File: config.mk
export PLATFORM = sky130hd
export DESIGN_NAME = btff_ctrl
export DESIGN_NICKNAME = d
export VERILOG_FILES = /design/src/btff_pkg.sv /design/src/btff_ctrl.sv
export SDC_FILE = /design/constraint.sdc
export NUM_CORES = 1
export LEC_CHECK = 0
export ABC_AREA = 1
export BUFFER_PORTS_ARGS = -buffer_cell sky130_fd_sc_hd__buf_2
export CAP_MARGIN = 10
export CORE_MARGIN = 2
export CORE_UTILIZATION = 57
export DETAILED_ROUTE_END_ITERATION = 8
export GPL_TIMING_DRIVEN = 1
export PLACE_DENSITY_LB_ADDON = 0.08
export SYNTH_ARGS = -nofsm -noshare
export SYNTH_HDL_FRONTEND = slang
export SYNTH_SLANG_ARGS = --single-unit
File: constraint.sdc
create_clock -name clk -period 5.6 [get_ports clk]
set_clock_uncertainty 0.1 [all_clocks]
set_input_delay 1.12 -clock clk [delete_from_list [all_inputs] [get_ports clk]]
set_output_delay 1.12 -clock clk [all_outputs]
set_load 0.02 [all_outputs]
File: src/btff_pkg.sv
// Shared types, constants and tag helpers for the boundary-tag first-fit allocator.
// Used by btff_ctrl and boundary_tag_first_fit_allocator; depends on nothing.
`default_nettype none
package btff_pkg;

	// internal byte-offset arithmetic width (heap never exceeds 64 KiB)
	localparam int OFF_W = 20;
	// one boundary tag: size in [17:3], allocated flag in [0]
	localparam int TAG_W = 18;
	localparam int LIMIT_W = 17;

	localparam logic [OFF_W-1:0] OVERHEAD = OFF_W'(16);
	localparam logic [OFF_W-1:0] TAG_BYTES = OFF_W'(8);
	localparam logic [OFF_W-1:0] MIN_SPLIT = OFF_W'(24);

	// operation codes
	localparam logic [1:0] FUNC_ALLOC = 2'd0;
	localparam logic [1:0] FUNC_FREE = 2'd1;
	localparam logic [1:0] FUNC_REALLOC = 2'd2;
	localparam logic [1:0] FUNC_UNUSED = 2'd3;

	typedef struct packed {
		logic [1:0] func;
		logic [15:0] addr;
		logic [15:0] size;
	} btff_in_t;

	typedef struct packed {
		logic [15:0] result_addr;
		logic status;
		logic moved;
		logic [15:0] copy_bytes;
	} btff_out_t;

	typedef enum logic [4:0] {
		S_INIT,
		S_IDLE,
		S_VW_RD,
		S_VW_CHK,
		S_RA_RDN,
		S_RA_CHKN,
		S_AW_RD,
		S_AW_CHK,
		S_GROW,
		S_GCHK,
		S_GW_EH,
		S_GW_EF,
		S_PL_W0,
		S_PL_W1,
		S_PL_W2,
		S_PL_W3,
		S_FR_RDN,
		S_FR_RDP,
		S_FR_CHKP,
		S_FR_WH,
		S_FR_WF,
		S_DONE
	} btff_state_t;

	// build a tag from an allocated flag and a byte size
	function automatic logic [TAG_W-1:0] mk_tag(input logic alloc, input logic [OFF_W-1:0] sz);
		mk_tag = {sz[TAG_W-1:3], 2'b00, alloc};
	endfunction

	// byte size held in a tag
	function automatic logic [OFF_W-1:0] tag_size(input logic [TAG_W-1:0] t);
		tag_size = OFF_W'({t[TAG_W-1:3], 3'b000});
	endfunction

endpackage
`default_nettype wire

File: src/btff_ctrl.sv
// Sequencer and shared address/size datapath of the allocator: walks, grows,
// places, splits and coalesces blocks through one tag RAM port. Uses btff_pkg.
`default_nettype none
module btff_ctrl #(
	parameter int MAX_HEAP_BYTES = 65536,
	parameter int CHUNK_BYTES = 4096
) (
	input wire logic clk,
	input wire logic arst_n,
	input wire logic [btff_pkg::OFF_W-1:0] lim,
	input wire logic in_valid,
	output logic in_stall,
	input wire btff_pkg::btff_in_t in_data,
	output logic out_valid,
	input wire logic out_stall,
	output btff_pkg::btff_out_t out_data,
	output logic mem_we,
	output logic [$clog2(MAX_HEAP_BYTES/8)-1:0] mem_idx,
	output logic [btff_pkg::TAG_W-1:0] mem_wdata,
	input wire logic [btff_pkg::TAG_W-1:0] mem_rdata
);

	localparam int OW = btff_pkg::OFF_W;
	localparam int IW = $clog2(MAX_HEAP_BYTES/8);
	localparam logic [OW-1:0] CHUNK = OW'(CHUNK_BYTES);
	localparam logic [OW-1:0] OVH = btff_pkg::OVERHEAD;
	localparam logic [OW-1:0] TB = btff_pkg::TAG_BYTES;

	btff_pkg::btff_state_t state_q, state_d;
	logic [2:0] init_q;
	logic [1:0] func_q;
	logic [15:0] addr_q;
	logic [OW-1:0] s_q, hv_q, hw_q, p_q, b_q, sz_q, ext_q, heap_end_q;
	logic [btff_pkg::TAG_W-1:0] ntag_q;
	logic pend_q;
	logic [15:0] res_q, copy_q;
	logic status_q, moved_q;
	logic out_valid_q;
	btff_pkg::btff_out_t out_q;

	logic accept;
	logic [OW-1:0] s_in, rd_size, ep, sum_end, plsz, fsz, mem_off;
	logic [OW-1:0] fr_start, fr_tot, nsz;
	logic rd_free, split, is_al, out_go, fits_here, fits_next;

	// shared decode of the current tag and working values
	always_comb begin
		accept = in_valid && (state_q == btff_pkg::S_IDLE);
		s_in = ((OW'(in_data.size)) + OW'(7)) & ~OW'(7);
		is_al = (in_data.func == btff_pkg::FUNC_ALLOC) ||
			((in_data.func == btff_pkg::FUNC_REALLOC) && (in_data.addr == 16'd0));
		rd_size = btff_pkg::tag_size(mem_rdata);
		rd_free = !mem_rdata[0];
		ep = heap_end_q - OVH;
		sum_end = heap_end_q + ext_q;
		split = sz_q >= (s_q + btff_pkg::MIN_SPLIT);
		plsz = split ? s_q : sz_q;
		fits_here = rd_free && (rd_size >= s_q);
		fits_next = rd_free && (s_q <= (b_q + rd_size + OVH));
		nsz = btff_pkg::tag_size(ntag_q);
		fsz = ntag_q[0] ? b_q : (b_q + nsz + OVH);
		if (rd_free) begin
			fr_start = hv_q - OVH - rd_size;
			fr_tot = rd_size + fsz + OVH;
		end else begin
			fr_start = hv_q;
			fr_tot = fsz;
		end
		out_go = !out_valid_q || !out_stall;
	end

	// next state
	always_comb begin
		state_d = state_q;
		case (state_q)
			btff_pkg::S_INIT: begin
				if (init_q == 3'd5) state_d = btff_pkg::S_IDLE;
			end
			btff_pkg::S_IDLE: begin
				if (accept) begin
					if (is_al) begin
						state_d = (s_in == '0) ? btff_pkg::S_DONE : btff_pkg::S_AW_RD;
					end else if ((in_data.func == btff_pkg::FUNC_FREE) ||
						(in_data.func == btff_pkg::FUNC_REALLOC)) begin
						state_d = (in_data.addr < 16'd8) ? btff_pkg::S_DONE : btff_pkg::S_VW_RD;
					end else begin
						state_d = btff_pkg::S_DONE;
					end
				end
			end
			btff_pkg::S_VW_RD: begin
				state_d = ((p_q < ep) && (p_q <= hv_q)) ? btff_pkg::S_VW_CHK : btff_pkg::S_DONE;
			end
			btff_pkg::S_VW_CHK: begin
				if (p_q == hv_q) begin
					if (rd_free) state_d = btff_pkg::S_DONE;
					else if ((func_q == btff_pkg::FUNC_FREE) || (s_q == '0))
						state_d = btff_pkg::S_FR_RDN;
					else if (s_q <= rd_size) state_d = btff_pkg::S_PL_W0;
					else state_d = btff_pkg::S_RA_RDN;
				end else begin
					state_d = btff_pkg::S_VW_RD;
				end
			end
			btff_pkg::S_RA_RDN: state_d = btff_pkg::S_RA_CHKN;
			btff_pkg::S_RA_CHKN: state_d = fits_next ? btff_pkg::S_PL_W0 : btff_pkg::S_AW_RD;
			btff_pkg::S_AW_RD: state_d = (p_q < ep) ? btff_pkg::S_AW_CHK : btff_pkg::S_GROW;
			btff_pkg::S_AW_CHK: state_d = fits_here ? btff_pkg::S_PL_W0 : btff_pkg::S_AW_RD;
			btff_pkg::S_GROW: begin
				if (ext_q >= (s_q + OVH)) state_d = btff_pkg::S_GCHK;
			end
			btff_pkg::S_GCHK: state_d = (sum_end > lim) ? btff_pkg::S_DONE : btff_pkg::S_GW_EH;
			btff_pkg::S_GW_EH: state_d = btff_pkg::S_GW_EF;
			btff_pkg::S_GW_EF: state_d = btff_pkg::S_PL_W0;
			btff_pkg::S_PL_W0: state_d = btff_pkg::S_PL_W1;
			btff_pkg::S_PL_W1: begin
				if (split) state_d = btff_pkg::S_PL_W2;
				else state_d = pend_q ? btff_pkg::S_FR_RDN : btff_pkg::S_DONE;
			end
			btff_pkg::S_PL_W2: state_d = btff_pkg::S_PL_W3;
			btff_pkg::S_PL_W3: state_d = pend_q ? btff_pkg::S_FR_RDN : btff_pkg::S_DONE;
			btff_pkg::S_FR_RDN: state_d = btff_pkg::S_FR_RDP;
			btff_pkg::S_FR_RDP: state_d = btff_pkg::S_FR_CHKP;
			btff_pkg::S_FR_CHKP: state_d = btff_pkg::S_FR_WH;
			btff_pkg::S_FR_WH: state_d = btff_pkg::S_FR_WF;
			btff_pkg::S_FR_WF: state_d = btff_pkg::S_DONE;
			btff_pkg::S_DONE: begin
				if (out_go) state_d = btff_pkg::S_IDLE;
			end
			default: state_d = btff_pkg::S_INIT;
		endcase
	end

	// tag RAM port: one read or write per cycle
	always_comb begin
		mem_we = 1'b0;
		mem_off = p_q;
		mem_wdata = btff_pkg::mk_tag(1'b1, '0);
		case (state_q)
			btff_pkg::S_INIT: begin
				mem_we = 1'b1;
				case (init_q)
					3'd0: mem_off = '0;
					3'd1: mem_off = TB;
					3'd2: begin
						mem_off = OVH;
						mem_wdata = btff_pkg::mk_tag(1'b0, CHUNK - OW'(48));
					end
					3'd3: begin
						mem_off = CHUNK - OW'(24);
						mem_wdata = btff_pkg::mk_tag(1'b0, CHUNK - OW'(48));
					end
					3'd4: mem_off = CHUNK - OVH;
					default: mem_off = CHUNK - TB;
				endcase
			end
			btff_pkg::S_RA_RDN, btff_pkg::S_FR_RDN: mem_off = hv_q + b_q + OVH;
			btff_pkg::S_FR_RDP: mem_off = hv_q - TB;
			btff_pkg::S_GW_EH: begin
				mem_we = 1'b1;
				mem_off = heap_end_q - OVH;
			end
			btff_pkg::S_GW_EF: begin
				mem_we = 1'b1;
				mem_off = heap_end_q - TB;
			end
			btff_pkg::S_PL_W0: begin
				mem_we = 1'b1;
				mem_off = hw_q;
				mem_wdata = btff_pkg::mk_tag(1'b1, plsz);
			end
			btff_pkg::S_PL_W1: begin
				mem_we = 1'b1;
				mem_off = hw_q + TB + plsz;
				mem_wdata = btff_pkg::mk_tag(1'b1, plsz);
			end
			btff_pkg::S_PL_W2: begin
				mem_we = 1'b1;
				mem_off = hw_q + s_q + OVH;
				mem_wdata = btff_pkg::mk_tag(1'b0, sz_q - s_q - OVH);
			end
			btff_pkg::S_PL_W3: begin
				mem_we = 1'b1;
				mem_off = hw_q + sz_q + TB;
				mem_wdata = btff_pkg::mk_tag(1'b0, sz_q - s_q - OVH);
			end
			btff_pkg::S_FR_WH: begin
				mem_we = 1'b1;
				mem_off = hw_q;
				mem_wdata = btff_pkg::mk_tag(1'b0, sz_q);
			end
			btff_pkg::S_FR_WF: begin
				mem_we = 1'b1;
				mem_off = hw_q + TB + sz_q;
				mem_wdata = btff_pkg::mk_tag(1'b0, sz_q);
			end
			default: mem_off = p_q;
		endcase
		mem_idx = mem_off[IW+2:3];
	end

	// control registers
	always_ff @(posedge clk or negedge arst_n) begin
		if (!arst_n) begin
			state_q <= btff_pkg::S_INIT;
			init_q <= 3'd0;
			heap_end_q <= CHUNK;
			out_valid_q <= 1'b0;
		end else begin
			state_q <= state_d;
			if (state_q == btff_pkg::S_INIT) init_q <= init_q + 3'd1;
			if ((state_q == btff_pkg::S_GCHK) && !(sum_end > lim)) heap_end_q <= sum_end;
			if ((state_q == btff_pkg::S_DONE) && out_go) out_valid_q <= 1'b1;
			else if (!out_stall) out_valid_q <= 1'b0;
		end
	end

	// datapath registers
	always_ff @(posedge clk) begin
		case (state_q)
			btff_pkg::S_IDLE: begin
				if (accept) begin
					func_q <= in_data.func;
					addr_q <= in_data.addr;
					s_q <= s_in;
					hv_q <= OW'(in_data.addr) - TB;
					p_q <= OVH;
					pend_q <= 1'b0;
					res_q <= '0;
					status_q <= 1'b0;
					moved_q <= 1'b0;
					copy_q <= '0;
				end
			end
			btff_pkg::S_VW_CHK: begin
				if (p_q == hv_q) begin
					b_q <= rd_size;
					hw_q <= hv_q;
					sz_q <= rd_size;
					// grant in place here for a realloc of a live block that does not grow
					if ((func_q == btff_pkg::FUNC_REALLOC) && !rd_free &&
						(s_q != '0) && (s_q <= rd_size)) res_q <= addr_q;
				end else begin
					p_q <= p_q + rd_size + OVH;
				end
			end
			btff_pkg::S_RA_CHKN: begin
				if (fits_next) begin
					sz_q <= b_q + rd_size + OVH;
					res_q <= addr_q;
				end else begin
					pend_q <= 1'b1;
					p_q <= OVH;
				end
			end
			btff_pkg::S_AW_RD: begin
				if (!(p_q < ep)) ext_q <= CHUNK;
			end
			btff_pkg::S_AW_CHK: begin
				if (fits_here) begin
					hw_q <= p_q;
					sz_q <= rd_size;
					res_q <= p_q[15:0] + 16'd8;
				end else begin
					p_q <= p_q + rd_size + OVH;
				end
			end
			btff_pkg::S_GROW: begin
				if (ext_q < (s_q + OVH)) ext_q <= ext_q + CHUNK;
			end
			btff_pkg::S_GCHK: begin
				if (sum_end > lim) begin
					status_q <= 1'b1;
					res_q <= '0;
				end else begin
					hw_q <= heap_end_q - OVH;
					sz_q <= ext_q - OVH;
					res_q <= heap_end_q[15:0] - 16'd8;
				end
			end
			btff_pkg::S_FR_RDN: begin
				if (pend_q) begin
					moved_q <= 1'b1;
					copy_q <= b_q[15:0];
				end
			end
			btff_pkg::S_FR_RDP: ntag_q <= mem_rdata;
			btff_pkg::S_FR_CHKP: begin
				hw_q <= fr_start;
				sz_q <= fr_tot;
			end
			btff_pkg::S_DONE: begin
				if (out_go) begin
					out_q.result_addr <= res_q;
					out_q.status <= status_q;
					out_q.moved <= moved_q;
					out_q.copy_bytes <= copy_q;
				end
			end
			default: begin
				ntag_q <= ntag_q;
			end
		endcase
	end

	assign in_stall = (state_q != btff_pkg::S_IDLE);
	assign out_valid = out_valid_q;
	assign out_data = out_q;

endmodule
`default_nettype wire

Word level (Yosys, flattened, before mapping)
Cells that the tools add are included.
Widths: inputs -> output; s select.
{"block": "totals", "inputBits": 76, "out_inout_bits": 68, "ff_bits": 256}
{"block": "op_classes", "eq_ne": 49, "n_reduce_logical": 52, "n_addsub": 34, "order_cmp": 10, "mux": 64}
{"op": "$mux 20", "count": 12}
{"op": "$mux 16", "count": 11}
{"op": "$pmux 16 s10", "count": 1}
{"op": "$pmux 5 s22", "count": 1}
{"op": "$pmux 20 s5", "count": 1}
{"op": "$add 16x16->16", "count": 5}
{"op": "$pmux 16 s5", "count": 1}
{"op": "$pmux 20 s4", "count": 1}
{"op": "$pmux 18 s4", "count": 1}
{"op": "$mux 5", "count": 14}
{"op": "$pmux 16 s4", "count": 1}
{"op": "$pmux 12 s5", "count": 1}
{"op": "$add 16x4->16 const B", "count": 3}
{"op": "$sub 16x4->16 const B", "count": 3}
{"op": "$add 19x5->20 const B", "count": 2}
{"op": "$add 20x5->20 const B", "count": 2}
{"op": "$eq 5x4->1 const B", "count": 8}
{"op": "$logic_not 20->1", "count": 2}
{"op": "$lt 20x20->1", "count": 2}
{"op": "$pmux 20 s2", "count": 1}
{"op": "$sub 20x5->20 const B", "count": 2}
{"op": "$add 18x18->19", "count": 2}
{"op": "$add 17x5->18 const B", "count": 2}
{"op": "$add 16x5->16 const B", "count": 2}
{"op": "other kinds (57)", "count": 128}

Depth between registers and ports, before layout
{"block": "logic_depth", "word_depth": 7, "depth_mapped": 33}

Least setup slack after synthesis
No wires, ideal clock.
{"block": "synth_path", "path_kind": "flip-flop to output port", "from": "reg s_q[4]", "to": "out mem_idx[6]", "required_ns": 4.380, "path_stages_with_launch": 30, "path_slack_ns": 0.125, "arrival_time_ns": 4.255, "n_path_buf": 2, "path_cell_list": "edfxtp_1 -> inv_1 -> ha_1 -> inv_1 -> nand2_1 -> inv_1 -> nand2_1 -> or4_1 -> ha_1 -> nand2_1 -> nor2_1 -> nand2_1 -> nor2_1 -> nor2_1 -> nand3_1 -> buf_2 -> buf_2 -> nand2_1 -> o21a_1 -> nand2_1 -> o21ai_0 -> ha_1 -> a21oi_1 -> o21ai_0 -> a21oi_1 -> or2_2 -> nand3_1 -> o21ai_0 -> nor2_1 -> a22oi_1"}
{"block": "synth_between", "elab_chain_len": 5, "word_cells_on_any_way": 7, "cone_classes": "add/sub: 4; order compare: 1; mux: 2"}
{"item": "start: declaration", "line_no": "btff_ctrl.sv:33", "rtl": "logic [OW-1:0] s_q, hv_q, hw_q, p_q, b_q, sz_q, ext_q, heap_end_q;"}
{"item": "start signal: assignment", "line_no": "btff_ctrl.sv:225", "rtl": "s_q <= s_in;"}
{"item": "$add 17x5->18", "line_no": "btff_ctrl.sv:56", "rtl": "split = sz_q >= (s_q + btff_pkg::MIN_SPLIT);"}
{"item": "$ge 20x18->1", "line_no": "btff_ctrl.sv:56"}
{"item": "$mux 18", "line_no": "btff_ctrl.sv:57", "rtl": "plsz = split ? s_q : sz_q;"}
{"item": "$add 16x16->16", "line_no": "btff_ctrl.sv:174", "rtl": "mem_off = hw_q + TB + plsz;"}
{"item": "$pmux 16 s10 (*)", "line_no": "btff_ctrl.sv:139", "rtl": "case (state_q)"}
{"item": "end: declaration", "line_no": "btff_ctrl.sv:18", "rtl": "output logic [$clog2(MAX_HEAP_BYTES/8)-1:0] mem_idx,"}
Every way passes the cells marked *; elsewhere a longest branch is shown, timed or not.

Final worst setup path
{"block": "layout_path", "from": "reg s_q[8]", "to": "out mem_idx[12]"}
The elaborated chain is that of the path after synthesis.

==> metrics.yaml <==
synthesis:
  async_flop_share: 0.0802
  synth_seq_area_share: 0.283
  netlist-cell-type-count: 58
  synthDominantCellAreaShare: 0.264
  synth.area.top_cells: "edfxtp_1 (26%), ha_1 (20%), nand2_1 (9.6%)"
  yosysTopAreaCell: "edfxtp_1"
  synth_area_um2: 22200
  syn_inst: 2940
  syn_area_per_cell_um2: 7.54
  synth_flop_cell: "edfxtp_1"
  synth_edf_count: 195
  yosysWarnings: 0
  ys_ff_latch: 212
setup_path:
  crit_path_top_delay_cell: "edfxtp_1"
  cp.required_ns: 4.38
  path_class: "flop to output port"
  setup.worst_path.end: "mem_idx[12]"
  r2r_start: "b_q[7]"
  worstRegToRegCells: 19
  slowest_delay_ns: 0.44
  r2r_end: "sz_q[19]"
  cp-end-kind: "output port"
  cp-start-kind: "flop"
  crit_fanout: 5
  crit_top_cell: "nand2_2"
  arrival_ns: 5.13
  ff2ff_setup_slack_ns: 0.53
  cp-startpoint: "s_q[8]"
placement:
  dp_slack_ns: -0.385
  io_buffers: 136
  placed_area_um2: 24200
  gp_congestion: 1.06
  dp_hpwl_um: 64800
timing:
  slew_viol_final: 0
  min_period_over_period: 1.13
  worst_slew_pin_slew_ns: 1.14
  hold_viol_final: 0
  rsz0062_at_grt: "true"
  fmax_mhz: 157
  setup_viol_count_final: 13
  worst_hold_slack_ns: 0.316
  relSlewSlack: 0.237
  fin_crit_ns: 6.35
  tns_ns: -7.27
  setup_ws_ns: -0.749
grt:
  grt_pass1_wl_um: 124000
  overflow: 0
  grt_pass1_vias: 21781
  antenna_found_initial: 1
  grt_max_degree: 47
  grt_use_total: 0.397
clocking:
  cts_hold_buf: 0
  cts_tree: "built"
  cts_root_buffer: "clkbuf_16"
  clock_path_buffers: 3
  clock_sinks: 212
  insertion_delay_ns: 0.58
  cts_buffers: 26
  path_clk_slew_ns: 0.06
  h-tree-depth: 1
final_layout:
  final_cell_mix: "nand2_1 (541), inv_1 (427), ha_1 (346)"
  fillers: 3308
  utilization: 0.682
  final_design_area_no_fill_um2: 26300
  drive_above_1_share: 0.162
  area_growth_pct: 18.6
  finalNetCount: 3667
  final_common_cell: "nand2_1"
  multi_input_area_um2: 14700
  diodes: 0
  regArea_um2: 6280
flow_run:
  maxCapViolCount: 0
die:
  fp.dieW_um: 201
  die_area_um2: 40500
  fp.coreArea_um2: 38600
  io_pins: 144
  start_util: 0.575
  rows: 72
  die_y_um: 201
detailed_routing:
  vias: 22726
  routedWlPerCell_um: 21.9
  drc: 0
  drt-vias-per-instance: 6.04
  drt_iter0_drc: 2292
  postRouteAntennaNets: 0
  wirelength_um: 82400
  first_pass_iters: 6
outcome:
  failed_checks: "setup timing"
  outcome: "finished with violations"
power:
  power_density_nw_per_um2: 448
  p_leak_nw: 12.8
  ir_worst_vdd_v: 0.000326
worst_hold_path:
  hp-class: "flop to flop"
worst min path at each step:
stage | start | endpoint | slack (ns) | cells after the start
floorplan | copy_q[10] | out_data[10] | 0.30 | 0
global placement | copy_q[10] | out_data[10] | 0.30 | 0
detailed placement | copy_q[14] | out_data[14] | 0.30 | 0
CTS | copy_q[14] | out_data[14] | 0.32 | 0
global route | res_q[15] | out_data[33] | 0.32 | 0
finish | copy_q[14] | out_data[14] | 0.32 | 0
critical path, delay by kind of cell (launching register included):
family / cells / cell delay [ns]
AND/OR/NAND/NOR: 17 / 1.78
adder cells (fa/ha/maj): 3 / 0.93
buffers and inverters: 5 / 0.80
flip-flops: 1 / 0.44
AO/OA/AOI/OAI: 3 / 0.41
XOR/XNOR: 1 / 0.15
cells by family (layout without fill, tap and decap cells):
| kind of cell | after synthesis | count (layout) | synth area share |
|---|---|---|---|
| adders and majority gates | 367 | 367 | 0.211 |
| xor gates and xnor gates | 93 | 93 | 0.0367 |
| buffers and inverters | 488 | 788 | 0.0842 |
| other | 1 | 5 | 0.000169 |
| AOI/OAI and AO/OA | 577 | 577 | 0.150 |
| and+or+nand+nor | 1202 | 1202 | 0.235 |
| DFF | 212 | 212 | 0.283 |
registers in the layout, indices dropped and copies added (netlist names), 14 cells and up:
signal / flops
addr_q: 16
b_q: 15
hv_q: 14
ntag_q: 16
out_data: 31
p_q: 17
res_q: 16
s_q: 14
sz_q: 17
synth_stat cells, drive strengths merged, types with 19 or more instances:
master	count
ha	357
o211ai	23
nand2	571
or2	26
o21ai	195
a21oi	225
nor3	42
nand4	55
inv	450
clkbuf	22
edfxtp	195
xnor2	22
xor2	71
o21a	19
nand3	188
nor2	293
o2111ai	26
layout make-up:
type,count,share of cell area
clock buffers,29,0.0260
clock inverters,19,0.00676
inverters,450,0.0642
multi-input cells,2244,0.561
flip-flops and latches,212,0.239
well taps,518,0.0246
repair buffers,290,0.0789
metrics by stage:
stage | power, mW | cells
floorplan | 6.84 | 2944
global placement | 8.89 | 3673
detailed placement | 9.05 | 3673
CTS | 11.3 | 3749
global route | 12.6 | 3762
finish | 11.8 | 3762
power breakdown:
group	total, mW	internal [mW]	switching [mW]
Clock	1.72	0.982	0.737
Sequential	2.72	2.24	0.483
Combinational	7.33	2.77	4.57
what timing repair did:
| item | in CTS | in global routing |
|---|---|---|
| gates resized for setup | 134 | 81 |
| endpoints found under the setup margin | 12 | 14 |
| hold endpoints to repair | 0 | 0 |
| pin swaps | 40 | 44 |
| setup buffers | 26 | 12 |
| cloned | 2 | 1 |
routing by layer:
metal,GRT usage,vias up,wire length (um)
met2,0.636,1189,36500
li1,-,10655,-
met5,0,-,0
met3,0.0669,270,8070
met4,0.204,0,4960
met1,0.518,10612,32900
No activity file was read; power rests on OpenSTA's default activity.
